## config.mk

```make
export PLATFORM = sky130hd
export DESIGN_NAME = ingress_pause_resume_tracker_top_flat
export DESIGN_NICKNAME = d
export VERILOG_FILES = /design/src/hdl/ipr_pkg.sv /design/src/hdl/ipr_event_if.sv /design/src/hdl/ipr_result_if.sv /design/src/hdl/ipr_cfg_if.sv /design/src/hdl/ipr_ram.sv /design/src/hdl/ipr_update.sv /design/src/hdl/ingress_pause_resume_tracker_top.sv /design/src/flat_wrapper.sv
export SDC_FILE = /design/constraint.sdc
export NUM_CORES = 1
export LEC_CHECK = 0
export BUFFER_PORTS_ARGS = -buffer_cell sky130_fd_sc_hd__buf_2
export CORE_ASPECT_RATIO = 0.6
export CORE_MARGIN = 4
export CORE_UTILIZATION = 29
export DETAILED_ROUTE_END_ITERATION = 7
export PLACE_DENSITY = 0.41
export SLEW_MARGIN = 20
export SYNTH_ARGS = -nofsm -noshare
export SYNTH_HDL_FRONTEND = slang
export SYNTH_SLANG_ARGS = --single-unit
```

## constraint.sdc

```tcl
create_clock -name clk -period 6.6 [get_ports clk]
set_clock_uncertainty 0.2 [all_clocks]
set_input_delay 1.65 -clock clk [delete_from_list [all_inputs] [get_ports clk]]
set_output_delay 1.65 -clock clk [all_outputs]
set_load 0.01 [all_outputs]
```

## src/hdl/ipr_pkg.sv

```systemverilog
package ipr_pkg;

    // Fixed field widths of the request and result items
    localparam int PORT_W       = 6;
    localparam int THRESH_W     = 16;
    localparam int PORT_COUNT_W = 16;

    // Configuration channel
    localparam int CFG_IDX_W  = 2;
    localparam int CFG_DATA_W = 16;

    localparam logic [CFG_IDX_W-1:0] CFG_PAUSE_ENABLE   = 2'd0;
    localparam logic [CFG_IDX_W-1:0] CFG_XOFF_THRESHOLD = 2'd1;
    localparam logic [CFG_IDX_W-1:0] CFG_XON_THRESHOLD  = 2'd2;

    // Register reset values
    localparam logic                PAUSE_ENABLE_RST = 1'b1;
    localparam logic [THRESH_W-1:0] XOFF_RST         = 16'd1000;
    localparam logic [THRESH_W-1:0] XON_RST          = 16'd5;

    // Event and message codes
    localparam logic ACT_ARRIVAL   = 1'b0;
    localparam logic ACT_DEPARTURE = 1'b1;
    localparam logic MSG_PAUSE     = 1'b0;
    localparam logic MSG_RESUME    = 1'b1;

    typedef struct packed {
        logic              action;
        logic [PORT_W-1:0] port;
        logic              port_known;
        logic              is_pause_frame;
        logic              to_local_agent;
    } event_t;

    typedef struct packed {
        logic                    send_message;
        logic                    message_kind;
        logic [PORT_W-1:0]       message_port;
        logic [PORT_COUNT_W-1:0] port_count;
        logic                    underflow;
    } result_t;

    typedef struct packed {
        logic                pause_enable;
        logic [THRESH_W-1:0] xoff_threshold;
        logic [THRESH_W-1:0] xon_threshold;
    } cfg_t;

endpackage

```

## src/hdl/ipr_event_if.sv

```systemverilog
interface ipr_event_if
    import ipr_pkg::*;
();
    logic              valid;
    logic              ready;
    logic              action;
    logic [PORT_W-1:0] port;
    logic              port_known;
    logic              is_pause_frame;
    logic              to_local_agent;

    modport source (output valid, action, port, port_known, is_pause_frame, to_local_agent,
                    input ready);
    modport sink   (input valid, action, port, port_known, is_pause_frame, to_local_agent,
                    output ready);
endinterface

```

## src/hdl/ipr_result_if.sv

```systemverilog
interface ipr_result_if
    import ipr_pkg::*;
();
    logic                    valid;
    logic                    ready;
    logic                    send_message;
    logic                    message_kind;
    logic [PORT_W-1:0]       message_port;
    logic [PORT_COUNT_W-1:0] port_count;
    logic                    underflow;

    modport source (output valid, send_message, message_kind, message_port, port_count,
                    underflow, input ready);
    modport sink   (input valid, send_message, message_kind, message_port, port_count,
                    underflow, output ready);
endinterface

```

## src/hdl/ipr_cfg_if.sv

```systemverilog
interface ipr_cfg_if
    import ipr_pkg::*;
();
    logic                  valid;
    logic                  ready;
    logic [CFG_IDX_W-1:0]  index;
    logic [CFG_DATA_W-1:0] data;

    modport source (output valid, index, data, input ready);
    modport sink   (input valid, index, data, output ready);
endinterface

```

## src/hdl/ipr_ram.sv

```systemverilog
module ipr_ram #(
    parameter int WIDTH = 17,
    parameter int DEPTH = 64
) (
    input  logic                     clk,
    input  logic                     we,
    input  logic [$clog2(DEPTH)-1:0] waddr,
    input  logic [WIDTH-1:0]         wdata,
    input  logic                     re,
    input  logic [$clog2(DEPTH)-1:0] raddr,
    output logic [WIDTH-1:0]         rdata
);
    logic [WIDTH-1:0] mem [DEPTH];

    // Write port
    always_ff @(posedge clk)
    begin
        if (we)
        begin
            mem[waddr] <= wdata;
        end
    end

    // Registered read, held while re is low
    always_ff @(posedge clk)
    begin
        if (re)
        begin
            rdata <= mem[raddr];
        end
    end
endmodule

```

## src/hdl/ipr_update.sv

```systemverilog
module ipr_update
    import ipr_pkg::*;
#(
    parameter int NUM_PORTS   = 64,
    parameter int COUNT_WIDTH = 16
) (
    input  event_t                 ev,
    input  cfg_t                   cfg,
    input  logic [COUNT_WIDTH-1:0] cur_count,
    input  logic                   cur_paused,
    output logic                   wen,
    output logic [COUNT_WIDTH-1:0] new_count,
    output logic                   new_paused,
    output result_t                res
);
    localparam int CMP_W = (COUNT_WIDTH > THRESH_W) ? COUNT_WIDTH : THRESH_W;
    localparam logic [COUNT_WIDTH-1:0] COUNT_MAX = {COUNT_WIDTH{1'b1}};

    logic             in_range;
    logic             acct;

    assign in_range = (32'(ev.port) < NUM_PORTS);
    assign acct     = in_range && cfg.pause_enable && ev.port_known && !ev.is_pause_frame;

    // Count step, threshold checks and message generation
    always_comb
    begin
        wen              = 1'b0;
        new_count        = cur_count;
        new_paused       = cur_paused;
        res.send_message = 1'b0;
        res.message_kind = MSG_PAUSE;
        res.message_port = '0;
        res.underflow    = 1'b0;
        if (ev.action == ACT_ARRIVAL)
        begin
            if (acct && !ev.to_local_agent)
            begin
                wen = 1'b1;
                if (cur_count != COUNT_MAX)
                begin
                    new_count = cur_count + COUNT_WIDTH'(1);
                end
                if (CMP_W'(new_count) > CMP_W'(cfg.xoff_threshold) && !cur_paused)
                begin
                    res.send_message = 1'b1;
                    res.message_kind = MSG_PAUSE;
                    res.message_port = ev.port;
                    new_paused       = 1'b1;
                end
            end
        end
        else
        begin
            if (acct)
            begin
                wen = 1'b1;
                if (cur_count == '0)
                begin
                    res.underflow = 1'b1;
                end
                else
                begin
                    new_count = cur_count - COUNT_WIDTH'(1);
                end
                if (CMP_W'(new_count) < CMP_W'(cfg.xon_threshold) && cur_paused)
                begin
                    res.send_message = 1'b1;
                    res.message_kind = MSG_RESUME;
                    res.message_port = ev.port;
                    new_paused       = 1'b0;
                end
            end
        end
        res.port_count = in_range ? PORT_COUNT_W'(new_count) : '0;
    end
endmodule

```

## src/hdl/ingress_pause_resume_tracker_top.sv

```systemverilog
// Per-port pause/resume tracker. Each request (arrival or departure on an
// input port) is accepted in ST_IDLE and its port's entry {paused, count} is
// read from a single-port-read memory into its registered read output; in
// ST_CALC the entry is updated, written back and the result is loaded into the
// output register, after which the block returns to ST_IDLE. A new request is
// not accepted until the previous one has left ST_CALC.
// A result waiting on the output and not yet taken stalls the update step.
// After reset the memory is cleared one entry per cycle, during which no
// request is accepted; configuration writes are taken at any time.
module ingress_pause_resume_tracker_top
    import ipr_pkg::*;
#(
    parameter int NUM_PORTS   = 64,
    parameter int COUNT_WIDTH = 16
) (
    input  logic         clk,
    input  logic         rst_n,
    ipr_cfg_if.sink      cfg,
    ipr_event_if.sink    ingress,
    ipr_result_if.source result
);
    localparam int AW    = $clog2(NUM_PORTS);
    localparam int MEM_W = COUNT_WIDTH + 1;
    localparam logic [AW-1:0] LAST_ADDR = AW'(NUM_PORTS - 1);

    typedef enum logic [1:0] {
        ST_CLEAR,
        ST_IDLE,
        ST_CALC
    } state_t;

    state_t  state_reg, state_next;
    logic [AW-1:0] clr_addr_reg, clr_addr_next;
    cfg_t    cfg_reg, cfg_next;
    event_t  ev_reg;
    result_t res_reg, res_next;
    logic    out_valid_reg, out_valid_next;

    logic                   accept;
    logic                   proceed;
    logic                   mem_we;
    logic [AW-1:0]          mem_waddr;
    logic [MEM_W-1:0]       mem_wdata;
    logic [MEM_W-1:0]       mem_rdata;
    logic                   upd_wen;
    logic [COUNT_WIDTH-1:0] upd_count;
    logic                   upd_paused;
    result_t                upd_res;
    event_t                 ev_in;

    assign ev_in.action         = ingress.action;
    assign ev_in.port           = ingress.port;
    assign ev_in.port_known     = ingress.port_known;
    assign ev_in.is_pause_frame = ingress.is_pause_frame;
    assign ev_in.to_local_agent = ingress.to_local_agent;

    assign ingress.ready = (state_reg == ST_IDLE);
    assign accept        = ingress.valid && ingress.ready;
    assign proceed       = (state_reg == ST_CALC) && (!out_valid_reg || result.ready);

    // Configuration writes; unknown indexes are dropped
    assign cfg.ready = 1'b1;
    always_comb
    begin
        cfg_next = cfg_reg;
        if (cfg.valid)
        begin
            case (cfg.index)
                CFG_PAUSE_ENABLE:   cfg_next.pause_enable   = cfg.data[0];
                CFG_XOFF_THRESHOLD: cfg_next.xoff_threshold = THRESH_W'(cfg.data);
                CFG_XON_THRESHOLD:  cfg_next.xon_threshold  = THRESH_W'(cfg.data);
                default:            cfg_next = cfg_reg;
            endcase
        end
    end

    always_ff @(posedge clk or negedge rst_n)
    begin
        if (!rst_n)
        begin
            cfg_reg.pause_enable   <= PAUSE_ENABLE_RST;
            cfg_reg.xoff_threshold <= XOFF_RST;
            cfg_reg.xon_threshold  <= XON_RST;
        end
        else
        begin
            cfg_reg <= cfg_next;
        end
    end

    // Hold the accepted request for the update step
    always_ff @(posedge clk)
    begin
        if (accept)
        begin
            ev_reg <= ev_in;
        end
    end

    ipr_ram #(
        .WIDTH (MEM_W),
        .DEPTH (NUM_PORTS)
    ) u_ram (
        .clk   (clk),
        .we    (mem_we),
        .waddr (mem_waddr),
        .wdata (mem_wdata),
        .re    (accept),
        .raddr (AW'(ingress.port)),
        .rdata (mem_rdata)
    );

    ipr_update #(
        .NUM_PORTS   (NUM_PORTS),
        .COUNT_WIDTH (COUNT_WIDTH)
    ) u_update (
        .ev         (ev_reg),
        .cfg        (cfg_reg),
        .cur_count  (mem_rdata[COUNT_WIDTH-1:0]),
        .cur_paused (mem_rdata[COUNT_WIDTH]),
        .wen        (upd_wen),
        .new_count  (upd_count),
        .new_paused (upd_paused),
        .res        (upd_res)
    );

    // Memory write: clearing pass, then write-back of updated entries
    always_comb
    begin
        if (state_reg == ST_CLEAR)
        begin
            mem_we    = 1'b1;
            mem_waddr = clr_addr_reg;
            mem_wdata = '0;
        end
        else
        begin
            mem_we    = proceed && upd_wen;
            mem_waddr = AW'(ev_reg.port);
            mem_wdata = {upd_paused, upd_count};
        end
    end

    // Sequencer next state and output register
    always_comb
    begin
        state_next     = state_reg;
        clr_addr_next  = clr_addr_reg;
        res_next       = res_reg;
        out_valid_next = out_valid_reg;
        if (out_valid_reg && result.ready)
        begin
            out_valid_next = 1'b0;
        end
        case (state_reg)
            ST_CLEAR:
            begin
                clr_addr_next = clr_addr_reg + AW'(1);
                if (clr_addr_reg == LAST_ADDR)
                begin
                    state_next = ST_IDLE;
                end
            end
            ST_IDLE:
            begin
                if (accept)
                begin
                    state_next = ST_CALC;
                end
            end
            ST_CALC:
            begin
                if (proceed)
                begin
                    res_next       = upd_res;
                    out_valid_next = 1'b1;
                    state_next     = ST_IDLE;
                end
            end
            default:
            begin
                state_next = ST_IDLE;
            end
        endcase
    end

    always_ff @(posedge clk or negedge rst_n)
    begin
        if (!rst_n)
        begin
            state_reg     <= ST_CLEAR;
            clr_addr_reg  <= '0;
            out_valid_reg <= 1'b0;
        end
        else
        begin
            state_reg     <= state_next;
            clr_addr_reg  <= clr_addr_next;
            out_valid_reg <= out_valid_next;
        end
    end

    always_ff @(posedge clk)
    begin
        res_reg <= res_next;
    end

    assign result.valid        = out_valid_reg;
    assign result.send_message = res_reg.send_message;
    assign result.message_kind = res_reg.message_kind;
    assign result.message_port = res_reg.message_port;
    assign result.port_count   = res_reg.port_count;
    assign result.underflow    = res_reg.underflow;
endmodule
```

## src/flat_wrapper.sv

```systemverilog
// flat-port wrapper written by rule: the top's interface ports become plain ports
module ingress_pause_resume_tracker_top_flat import ipr_pkg::*;
#(
    parameter int NUM_PORTS   = 64,
    parameter int COUNT_WIDTH = 16
)
  (clk, rst_n, cfg_valid, cfg_index, cfg_data, cfg_ready, ingress_valid, ingress_action, ingress_port, ingress_port_known, ingress_is_pause_frame, ingress_to_local_agent, ingress_ready, result_valid, result_send_message, result_message_kind, result_message_port, result_port_count, result_underflow, result_ready);
  ipr_cfg_if cfg_i ();
  ipr_event_if ingress_i ();
  ipr_result_if result_i ();
  input  logic clk;
  input  logic rst_n;
  input wire logic [$bits(cfg_i.valid)-1:0] cfg_valid;
  input wire logic [$bits(cfg_i.index)-1:0] cfg_index;
  input wire logic [$bits(cfg_i.data)-1:0] cfg_data;
  output wire logic [$bits(cfg_i.ready)-1:0] cfg_ready;
  input wire logic [$bits(ingress_i.valid)-1:0] ingress_valid;
  input wire logic [$bits(ingress_i.action)-1:0] ingress_action;
  input wire logic [$bits(ingress_i.port)-1:0] ingress_port;
  input wire logic [$bits(ingress_i.port_known)-1:0] ingress_port_known;
  input wire logic [$bits(ingress_i.is_pause_frame)-1:0] ingress_is_pause_frame;
  input wire logic [$bits(ingress_i.to_local_agent)-1:0] ingress_to_local_agent;
  output wire logic [$bits(ingress_i.ready)-1:0] ingress_ready;
  output wire logic [$bits(result_i.valid)-1:0] result_valid;
  output wire logic [$bits(result_i.send_message)-1:0] result_send_message;
  output wire logic [$bits(result_i.message_kind)-1:0] result_message_kind;
  output wire logic [$bits(result_i.message_port)-1:0] result_message_port;
  output wire logic [$bits(result_i.port_count)-1:0] result_port_count;
  output wire logic [$bits(result_i.underflow)-1:0] result_underflow;
  input wire logic [$bits(result_i.ready)-1:0] result_ready;
  assign cfg_i.valid = cfg_valid;
  assign cfg_i.index = cfg_index;
  assign cfg_i.data = cfg_data;
  assign cfg_ready = cfg_i.ready;
  assign ingress_i.valid = ingress_valid;
  assign ingress_i.action = ingress_action;
  assign ingress_i.port = ingress_port;
  assign ingress_i.port_known = ingress_port_known;
  assign ingress_i.is_pause_frame = ingress_is_pause_frame;
  assign ingress_i.to_local_agent = ingress_to_local_agent;
  assign ingress_ready = ingress_i.ready;
  assign result_valid = result_i.valid;
  assign result_send_message = result_i.send_message;
  assign result_message_kind = result_i.message_kind;
  assign result_message_port = result_i.message_port;
  assign result_port_count = result_i.port_count;
  assign result_underflow = result_i.underflow;
  assign result_i.ready = result_ready;
  ingress_pause_resume_tracker_top #(.NUM_PORTS(NUM_PORTS), .COUNT_WIDTH(COUNT_WIDTH)) u_core (.clk(clk), .rst_n(rst_n), .cfg(cfg_i), .ingress(ingress_i), .result(result_i));
endmodule
```

# Yosys cells after proc, flatten, opt, wreduce, memory -nomap -nowiden
# Memory sizes are Yosys's and may differ from the RTL's. A register that Yosys moved wholly into a read port is not among the register bits.
# Cells that the tools add are included.
[word_totals]
register_bits = 77
ram_bits = 1088
output_inout_bits = 28
wordCells = 89
n_memories = 1
[mem_list]
columns = ["memory", "words", "word_bits", "read_ports", "rd_ports_with_merged_regs", "wr", "line", "source"]
rows = [
  ["u_core.u_ram.mem", 64, 17, 1, 1, 1, "ipr_ram.sv:13", "logic [WIDTH-1:0] mem [DEPTH];"],
]
[op_classes]
addsub = 3
n_lt_le_gt_ge = 2
n_eq_ne = 9
mux = 35
n_reduce_logical = 23
[ops]
columns = ["op", "n"]
rows = [
  ["two-way mux 16 bit", 9],
  ["two-way mux 8 bit", 5],
  ["two-way mux 17 bit", 1],
  ["adder 16 x 1 -> 16 bit (second input constant)", 1],
  ["> comparator 16 bit", 1],
  ["zero test 16 bit", 1],
  ["< comparator 16 bit", 1],
  ["inequality test 16 bit (second input constant)", 1],
  ["subtractor 16 x 1 -> 16 bit (second input constant)", 1],
  ["two-way mux 1 bit", 15],
  ["AND reduction 2 bit", 5],
  ["logical AND 1 bit", 9],
  ["adder 6 x 1 -> 6 bit (second input constant)", 1],
  ["== test 6 bit (second input constant)", 1],
  ["two-way mux 2 bit", 3],
  ["two-way mux 6 bit", 1],
  ["case mux 2 bit (3 select lines)", 1],
  ["== test 2 x 1 -> 1 bit (second input constant)", 2],
  ["== test 2 bit (second input constant)", 2],
  ["zero test 1 bit", 4],
  ["zero test 2 bit", 2],
  ["inequality test 2 bit (second input constant)", 2],
  ["AND reduction 3 bit", 1],
  ["inequality test 2 x 1 -> 1 bit (second input constant)", 1],
  ["logical OR 1 bit", 1],
]

# Logic depth before layout (Yosys ltp)
# Gate-level depths: netlist (run 1).
[logic_depth]
depth_word = 11
mapped_depth = 15
depth_no_buf = 13

# Modules after synthesis
# Synthesis (run 1) repeated with hierarchy kept, for this count alone.
[hier_totals]
hier_cells = 2462
area_unflattened_um2 = 47918.5
[modules_own_cells]
columns = ["mod", "instances", "cells_each", "area_per_inst_um2", "seq_area_each_um2"]
rows = [
  ["ipr_ram", 1, 1953, 42514.5, 33181.8],
  ["ingress_pause_resume_tracker_top", 1, 166, 2994.1, 2113.3],
  ["ipr_update", 1, 343, 2409.8, 0.0],
]

# Worst setup path before layout (run 1)
# Ideal clock, no wire load.
[synth_path]
kind = "reg2reg"
from = "register u_core.u_ram.rdata[13], read port of u_core.u_ram.mem"
to = "memory u_core.u_ram.mem[0][11] (data pin)"
setup_ps = 710
arrival_time_ps = 4433
required_ps = 5690
setup_slack_ps = 1256
path_stages_with_launch = 8
path_cell_list = "edfxtp_1 buf_6 or4_4 or3_1 buf_6 o211ai_1 a21boi_1 nor3b_1"
[synth_between]
elab_chain_len = 7
elab_cells_between_ends = 12
[synth_rtl]
columns = ["element", "line", "source"]
rows = [
  ["start, declared", "ipr_ram.sv:11", "output logic [WIDTH-1:0] rdata"],
  ["inequality test 16 bit or zero test 16 bit (tied branches)", "ipr_update.sv:40, ipr_update.sv:58", ""],
  ["two-way mux 16 bit (on tied branches)", "ipr_update.sv:40, ipr_update.sv:58", ""],
  ["two-way mux 16 bit (on tied branches)", "ipr_update.sv:37, ipr_update.sv:55", ""],
  ["two-way mux 16 bit", "ipr_update.sv:35", "if (ev.action == ACT_ARRIVAL)"],
  ["two-way mux 16 bit (on tied branches)", "ipr_update.sv:37, ipr_update.sv:55", ""],
  ["two-way mux 16 bit *", "ipr_update.sv:35", ""],
  ["two-way mux 17 bit *", "ingress_pause_resume_tracker_top.sv:130", "if (state_reg == ST_CLEAR)"],
  ["named net u_core.mem_wdata[11]", "ingress_pause_resume_tracker_top.sv:43", "logic [MEM_W-1:0] mem_wdata;"],
  ["end, declared", "ipr_ram.sv:13", ""],
]
# Mark *: on every way through the listed nets, which the timed path passes. The rest lies on a longest branch. The select of a mux whose other input is x is not followed.

# Worst setup path after layout (run 1)
[layout_path]
from = "register u_core.u_ram.rdata[7], read port of u_core.u_ram.mem"
to = "memory u_core.u_ram.mem[18][16] (data pin)"
[layout_between]
elab_chain_len = 10
elab_cells_between_ends = 20
[layout_rtl]
columns = ["element", "line", "source"]
rows = [
  ["adder 16 x 1 -> 16 bit (tied with other cells)", "ipr_update.sv:42", "new_count = cur_count + COUNT_WIDTH'(1);"],
  ["two-way mux 16 bit (on tied branches)", "ipr_update.sv:40, ipr_update.sv:58", ""],
  ["two-way mux 16 bit (on tied branches)", "ipr_update.sv:37, ipr_update.sv:55", ""],
  ["two-way mux 16 bit", "ipr_update.sv:35", ""],
  ["> comparator 16 bit or < comparator 16 bit (tied branches)", "ipr_update.sv:44, ipr_update.sv:66", ""],
  ["logical AND 1 bit (on tied branches)", "ipr_update.sv:44, ipr_update.sv:66", ""],
  ["two-way mux 1 bit (on tied branches)", "ipr_update.sv:44, ipr_update.sv:66", ""],
  ["two-way mux 1 bit (on tied branches)", "ipr_update.sv:37, ipr_update.sv:55", ""],
  ["two-way mux 1 bit *", "ipr_update.sv:35", ""],
  ["two-way mux 17 bit *", "ingress_pause_resume_tracker_top.sv:130", ""],
  ["named net u_core.mem_wdata[16]", "ingress_pause_resume_tracker_top.sv:43", ""],
]
# Marked as above.

==> results of run 1 <==
worst min path at each step:
stage | end | slack, ns | cells after the start
2_1_floorplan | u_core.clr_addr_reg[5] | 0.28 | 1
3_3_place_gp | u_core.cfg_reg[15] | 0.30 | 1
3_5_place_dp | u_core.cfg_reg[27] | 0.29 | 1
4_1_cts | u_core.cfg_reg[8] | 0.31 | 1
5_1_grt | u_core.cfg_reg[8] | 0.33 | 1
6_report | u_core.cfg_reg[8] | 0.31 | 1
where the power goes:
part / switching [W] / internal, W
Clock: 0.00288 / 0.00370
Combinational: 0.000350 / 0.000199
Sequential: 0.0000220 / 0.00815
placed cells by master (no fill, tap or decap), types with 7 or more instances in the layout:
master and n:
clkinv_1 23, nand2_1 96, o21ai_0 16, o221ai_1 18, a21oi_1 22, nor2_1 42, a221oi_1 34, inv_1 39
a22o_1 34, nand4_1 15, buf_12 8, bufinv_16 14, dfrtp_1 33, nand3b_1 11, nor4_1 12, nor3_1 20
dfstp_2 9, xnor2_1 21, ha_1 34, mux2_2 35, clkinv_2 18, buf_4 87, xor2_1 7, clkbuf_16 110
nand3_1 17, clkbuf_1 25, nor2_4 27, buf_2 56, nor2b_1 8, a22oi_1 86, edfxtp_1 1140, mux4_2 272
and3_1 10, nor2_2 33, nand2b_1 8
synthesized netlist by cell type, drive strengths merged (8+ instances only):
cell / count / area (µm²)
a21boi: 9 / 71.3
a21oi: 26 / 130
a221oi: 34 / 298
a22o: 34 / 298
a22oi: 86 / 646
and3: 12 / 76.3
buf: 53 / 280
clkbuf: 75 / 322
dfrtp: 33 / 826
dfstp: 9 / 236
edfxtp: 1140 / 34200
ha: 34 / 425
inv: 39 / 146
mux2: 36 / 409
mux2i: 8 / 80.1
mux4: 272 / 6130
nand2: 96 / 360
nand2b: 8 / 50.1
nand3: 19 / 105
nand3b: 11 / 82.6
nand4: 15 / 93.8
nor2: 102 / 383
nor2b: 10 / 62.6
nor3: 22 / 121
nor4: 15 / 121
o21ai: 18 / 90.1
o221ai: 18 / 158
o31ai: 8 / 73.8
or3: 8 / 52.6
xnor2: 21 / 184
stage by stage:
stage	hold WS [ns]	instance area, µm²	std cells	utilization
after global placement	0.299	50800	4520	0.314
after global routing	0.326	54600	4729	0.338
after floorplan	0.279	47200	2349	-
after CTS	0.310	54500	4728	0.338
after detailed placement	0.292	50800	4521	0.315
final	0.307	54600	4733	0.338
final cells by class:
cell class | instances | area (µm²) | share of cell area
Sequential cell | 1182 | 35300 | 0.646
Multi-Input combinational cell | 1000 | 11600 | 0.213
Antenna cell | 5 | 12.5 | 0.000229
Timing Repair Buffer | 154 | 1140 | 0.0208
Clock inverter | 66 | 763 | 0.0140
Clock buffer | 141 | 2930 | 0.0536
Tap cell | 2146 | 2690 | 0.0492
Inverter | 39 | 146 | 0.00268
per-layer routing:
layer | track usage | vias up
met5 | 0 | -
met4 | 0.0326 | 0
met3 | 0.0403 | 159
met2 | 0.231 | 847
met1 | 0.261 | 13200
li1 | - | 10100
logic make-up after synthesis:
logic type,count (synthesis),synth area share
flops,1182,0.747
simple gates,347,0.0372
mux,316,0.140
compound gates,274,0.0456
buf+inv,167,0.0158
fa+ha+maj,34,0.00900
xor+xnor,28,0.00519
other cells,1,0.0000794
==> flow_metrics.py, run 1 <==
metrics = {
    "layout": {
        "drive_above_1_share": 0.284,
        "layout.nets": 2554,
        "syn2layout_area_growth_pct": 15.6,
        "largest_reg_flops": 1088,
        "fillers": 15200,
    },
    "power": {
        "power_density_nw_per_um2": 280,
        "leakage_nw": 15.7,
        "peakVddDrop_mv": 0.251,
        "total_power_w": 0.0153,
    },
    "timing": {
        "relSlewSlack": 0.217,
        "drv_slew": 0,
        "rsz0062_at_grt": "false",
        "fmax_mhz": 181,
        "period_share": 0.836,
        "layout_min_cycle_time_ns": 5.52,
        "setup_violations": 0,
        "fin_ws_ns": 1.08,
        "worst_slew_pin_slew_ns": 1.17,
        "final-hold-violation-count": 0,
        "fin_tns_setup_ns": 0,
    },
    "route": {
        "ant_nets": 0,
        "wl_per_cell_um": 30.0,
        "drt_iter0_drc": 2570,
        "drc": 0,
        "viasPerCell": 5.15,
        "routed_wl_mm": 142,
        "num_vias": 24400,
        "route.met2.wl_mm": 59.2,
        "dr_wl_met3_mm": 10.7,
        "highest_layer": "met4",
        "wl_met1_mm": 69.5,
        "dr.pass1.iters": 6,
    },
    "critical_path": {
        "max_stage_delay_ns": 1.01,
        "path_depth": 11,
        "crit_end": "u_core.u_ram.mem[18][16]",
        "cp-start-kind": "flop",
        "ff2ff_setup_slack_ns": 1.08,
        "cp_cell_sequence": "and3_1 -> nand2_1 -> nor4_1 -> mux2i_1 -> inv_1 -> ha_1 -> nand4_1 -> a2111oi_0 -> o31a_1 -> o221a_2 -> buf_4",
        "path_class": "reg -> reg",
        "critPathArrivalTime_ns": 5.72,
        "critPathRequiredTime_ns": 6.80,
        "crit_buf_inv": 2,
        "r2r_end": "u_core.u_ram.mem[18][16]",
        "crit_family": "simple AND/OR/NAND/NOR gates",
        "ff2ff_path_depth": 11,
        "worstReg2RegStart": "u_core.u_ram.rdata[7]",
        "cp-startpoint": "u_core.u_ram.rdata[7]",
        "path_max_fanout": 64,
        "slowest_stage": "edfxtp_1",
        "cp-end-kind": "flop",
    },
    "clock_network": {
        "worstSkewPairLatency_ns": 0.73,
        "cts_buffer_depth": 3,
        "cts_buffers": 110,
        "cts_resized": 0,
        "cts_tree": "built",
        "cts_sinks": 1182,
        "cts_root_buf": "clkbuf_16",
        "clk_pin_slew_ns": 0.07,
        "cts_max_level": 3,
        "cts_hold_buf": 0,
        "post_cts_buffers": 0,
    },
    "floorplanning": {
        "start_util": 0.293,
        "rows": 114,
        "dieArea_um2": 170000,
        "io_pins": 61,
        "core-area_um2": 161000,
        "dieHeight_um": 321,
        "die_w_um": 529,
    },
    "job": {
        "max-cap-violations": 0,
    },
    "hold_path": {
        "min-delay-start": "u_core.cfg_reg[8]",
        "hold_path.class": "reg -> reg",
    },
    "logic_synthesis": {
        "synthCells": 2349,
        "syn_area_per_cell_um2": 20.1,
        "yosys_warnings": 0,
        "netlist_area_um2": 47200,
        "synth-seq-cells": 1182,
        "ys_seq_area_frac": 0.747,
        "ys.flop_type": "edfxtp_1",
        "synth_nets": 2416,
        "synth-edff-count": 1140,
        "synthDistinctLibCells": 86,
        "async_reset_ff_frac": 0.0355,
    },
    "placed_design": {
        "dp_slack_ns": 1.19,
        "gp_congestion": 0.843,
        "port_buffers": 59,
        "dp_hpwl_mm": 89.5,
    },
    "global_route": {
        "first_global_vias": 24400,
        "antenna_found_initial": 9,
        "grt_max_degree": 69,
        "grt_overflow": 0,
        "grt_pass1_wl_mm": 198,
        "grt_util_all_layers": 0.166,
    },
    "outcome": {
        "status": "finished clean",
    },
}
Note: power is estimated with default switching activity, not from simulation.
==> run 2: changes to the inputs <==
Settings changed: ABC_AREA set to 1.
Clock period 6.6 ns to 5.2 ns, I/O delays scaled along.
==> run 2 against run 1 <==
Compared with the run above: sequential cell count unchanged; setup slack worse by 0.52 ns; sequential power up 53%; critical path type unchanged; largest cell class unchanged.
==> flow_metrics.py, run 2 <==
metrics = {
    "route": {
        "routed_wl_mm": 162,
        "drc": 0,
        "ant_nets": 0,
        "num_vias": 32000,
        "wl_met1_mm": 83.5,
        "dr.pass1.iters": 5,
        "viasPerCell": 5.09,
        "highest_layer": "met4",
        "wl_per_cell_um": 25.8,
        "drt_iter0_drc": 3901,
        "dr_wl_met3_mm": 12.8,
        "route.met2.wl_mm": 63.7,
    },
    "placed_design": {
        "dp_slack_ns": 0.609,
        "gp_congestion": 0.848,
        "port_buffers": 59,
        "dp_hpwl_mm": 97.3,
    },
    "logic_synthesis": {
        "synth-seq-cells": 1182,
        "netlist_area_um2": 48400,
        "synth_compound_area_frac": 0.133,
        "async_reset_ff_frac": 0.0355,
        "synth_top_cell_by_area": "edfxtp_1",
        "synth_commonest_cells": "edfxtp_1 (1140), nor2_1 (805), o21ai_0 (666)",
        "synth_nets": 3929,
        "yosys_warnings": 0,
        "synthSimpleGateAreaFrac": 0.0894,
        "synthDistinctLibCells": 48,
        "yosysMostFrequentCell": "edfxtp_1",
        "netlist.area_leader.share": 0.707,
        "yosys.area_share.adder": 0.00878,
        "synth_top_family_by_area": "compound AO/OA/AOI/OAI gates",
        "syn_area_per_cell_um2": 12.5,
        "synthCells": 3862,
        "muxShareOfSynthArea": 0,
        "ys_seq_area_frac": 0.729,
        "ys.flop_type": "edfxtp_1",
        "synth-edff-count": 1140,
        "synth_area_leaders": "edfxtp_1 (71%), o21ai_0 (6.9%), nor2_1 (6.2%)",
        "synth_xor_area_frac": 0.00517,
    },
    "timing": {
        "layout_min_cycle_time_ns": 4.64,
        "fin_ws_ns": 0.564,
        "relSlewSlack": 0.276,
        "drv_slew": 0,
        "period_share": 0.892,
        "whs_ns": 0.286,
        "setup_violations": 0,
        "worst_slew_pin_slew_ns": 1.09,
        "final-hold-violation-count": 0,
        "fin_tns_setup_ns": 0,
        "fmax_mhz": 216,
        "rsz0062_at_grt": "false",
    },
    "global_route": {
        "grt_overflow": 0,
        "grt_util_all_layers": 0.181,
        "first_global_vias": 29900,
        "antenna_found_initial": 11,
        "grt_pass1_wl_mm": 231,
        "grt_max_degree": 156,
    },
    "clock_network": {
        "cts_tree": "built",
        "cts_sinks": 1182,
        "cts_max_level": 3,
        "cts_buffers": 108,
        "cts_resized": 0,
        "cts_root_buf": "clkbuf_16",
        "clk_pin_slew_ns": 0.06,
        "cts_buffer_depth": 3,
        "worstSkewPairLatency_ns": 0.71,
        "cts_hold_buf": 0,
        "post_cts_buffers": 0,
    },
    "critical_path": {
        "critPathRequiredTime_ns": 5.45,
        "path_max_fanout": 34,
        "path_class": "reg -> reg",
        "cp-end-kind": "flop",
        "cp-start-kind": "flop",
        "critPathArrivalTime_ns": 4.89,
    },
    "layout": {
        "layout.nets": 4033,
        "layout_commonest_cell": "edfxtp_1",
        "syn2layout_area_growth_pct": 15.2,
        "fillers": 16500,
        "drive_above_1_share": 0.134,
        "largest_reg_flops": 1088,
        "mostFrequentLayoutCells": "edfxtp_1 (1140), nor2_1 (745), o21ai_0 (666)",
        "fin_util": 0.338,
    },
    "outcome": {
        "status": "finished clean",
    },
    "power": {
        "leakage_nw": 18.4,
        "power.internal_w": 0.0174,
        "p_clk_frac": 0.314,
        "power_density_nw_per_um2": 450,
        "peakVddDrop_mv": 0.354,
        "power_frac_seq": 0.498,
        "total_power_w": 0.0251,
        "p_sw_w": 0.00771,
        "combPwrFrac": 0.188,
        "swShare": 0.307,
    },
    "floorplanning": {
        "start_util": 0.294,
        "core-area_um2": 165000,
        "dieHeight_um": 325,
        "die_w_um": 536,
        "rows": 115,
        "io_pins": 61,
        "dieArea_um2": 174000,
    },
    "job": {
        "max-cap-violations": 0,
    },
    "hold_path": {
        "hold_path.class": "reg -> reg",
    },
}
run 2: changes by cell type after synthesis, sizes merged, moves of 19 or more:
cell / before / now
nor2: 102 / 818
o21ai: 18 / 728
o22ai: 2 / 296
mux4: 272 / 0
inv: 39 / 143
a22oi: 86 / 0
clkbuf: 75 / 161
nand2: 96 / 164
buf: 53 / 95
mux2: 36 / 0
a221oi: 34 / 0
a22o: 34 / 0
o221ai: 18 / 39
xnor2: 21 / 2
run 2: worst paths after layout:
path                            cells after the start                   from                  endpoint  slack (ns)
worst max register to register                     19  u_core.u_ram.rdata[0]  u_core.u_ram.mem[16][16]        0.56
max in group asynchronous                           1                  rst_n    u_core.clr_addr_reg[3]        3.99
worst max-delay path                               19  u_core.u_ram.rdata[0]  u_core.u_ram.mem[16][16]        0.56
min in group asynchronous                           1                  rst_n         u_core.cfg_reg[4]        0.39
worst min-delay path                                2      u_core.cfg_reg[5]         u_core.cfg_reg[5]        0.29
worst min register to register                      2      u_core.cfg_reg[5]         u_core.cfg_reg[5]        0.29
run 2: worst max-delay path, cell delays in order, from the launching register on:
cell      delay (ns)
edfxtp_1        0.48
inv_1           0.18
ha_1            0.36
nand2_2         0.16
nor2_1          0.06
nand2_1         0.14
nand4_2         0.27
nand3b_1        0.29
xor2_1          0.26
inv_1           0.08
ha_1            0.29
nand2_1         0.10
nor2_1          0.05
a211oi_1        0.26
o221ai_1        0.15
nor2_1          0.24
nand3_1         0.12
nand2_1         0.14
inv_2           0.25
buf_12          0.27
run 2: power groups by stage:
| stage | Combinational, W | Clock (W) | Sequential, W |
|---|---|---|---|
| 2_1_floorplan | 0.00217 | 0 | 0.0127 |
| 3_3_place_gp | 0.00478 | 0 | 0.0127 |
| 3_5_place_dp | 0.00475 | 0 | 0.0127 |
| 4_1_cts | 0.00475 | 0.00805 | 0.0125 |
| 5_1_grt | 0.00510 | 0.00847 | 0.0125 |
| 6_report | 0.00471 | 0.00787 | 0.0125 |
run 2: final cells by class:
type / instances / area [µm²] / area share
diodes: 2 / 5.00 / 0.0000897
clock buffers: 129 / 2810 / 0.0504
clock inverters: 73 / 559 / 0.0100
inverters: 143 / 554 / 0.00994
multi-input cells: 2281 / 11700 / 0.210
flip-flops and latches: 1182 / 35300 / 0.633
well taps: 2223 / 2780 / 0.0499
repair buffers: 250 / 2070 / 0.0372
run 2: layer usage:
| metal | track usage | up-vias |
|---|---|---|
| met2 | 0.239 | 1025 |
| li1 | - | 14400 |
| met1 | 0.298 | 16400 |
| met3 | 0.0438 | 155 |
| met4 | 0.0292 | 0 |
| met5 | 0 | - |
run 2: logic make-up after synthesis:
group,after synthesis
adder cells (fa/ha/maj),34
AO/OA/AOI/OAI,1151
AND/OR/NAND/NOR,1069
buffers and inverters,399
XOR/XNOR,26
other,1
flip-flops,1182
run 2: metrics by stage:
| stage | instance area [µm²] | instances |
|---|---|---|
| global placement | 52400 | 6079 |
| floorplan | 48400 | 3862 |
| CTS | 55800 | 6281 |
| detailed placement | 52400 | 6079 |
| global route | 55800 | 6282 |
| finish | 55800 | 6283 |
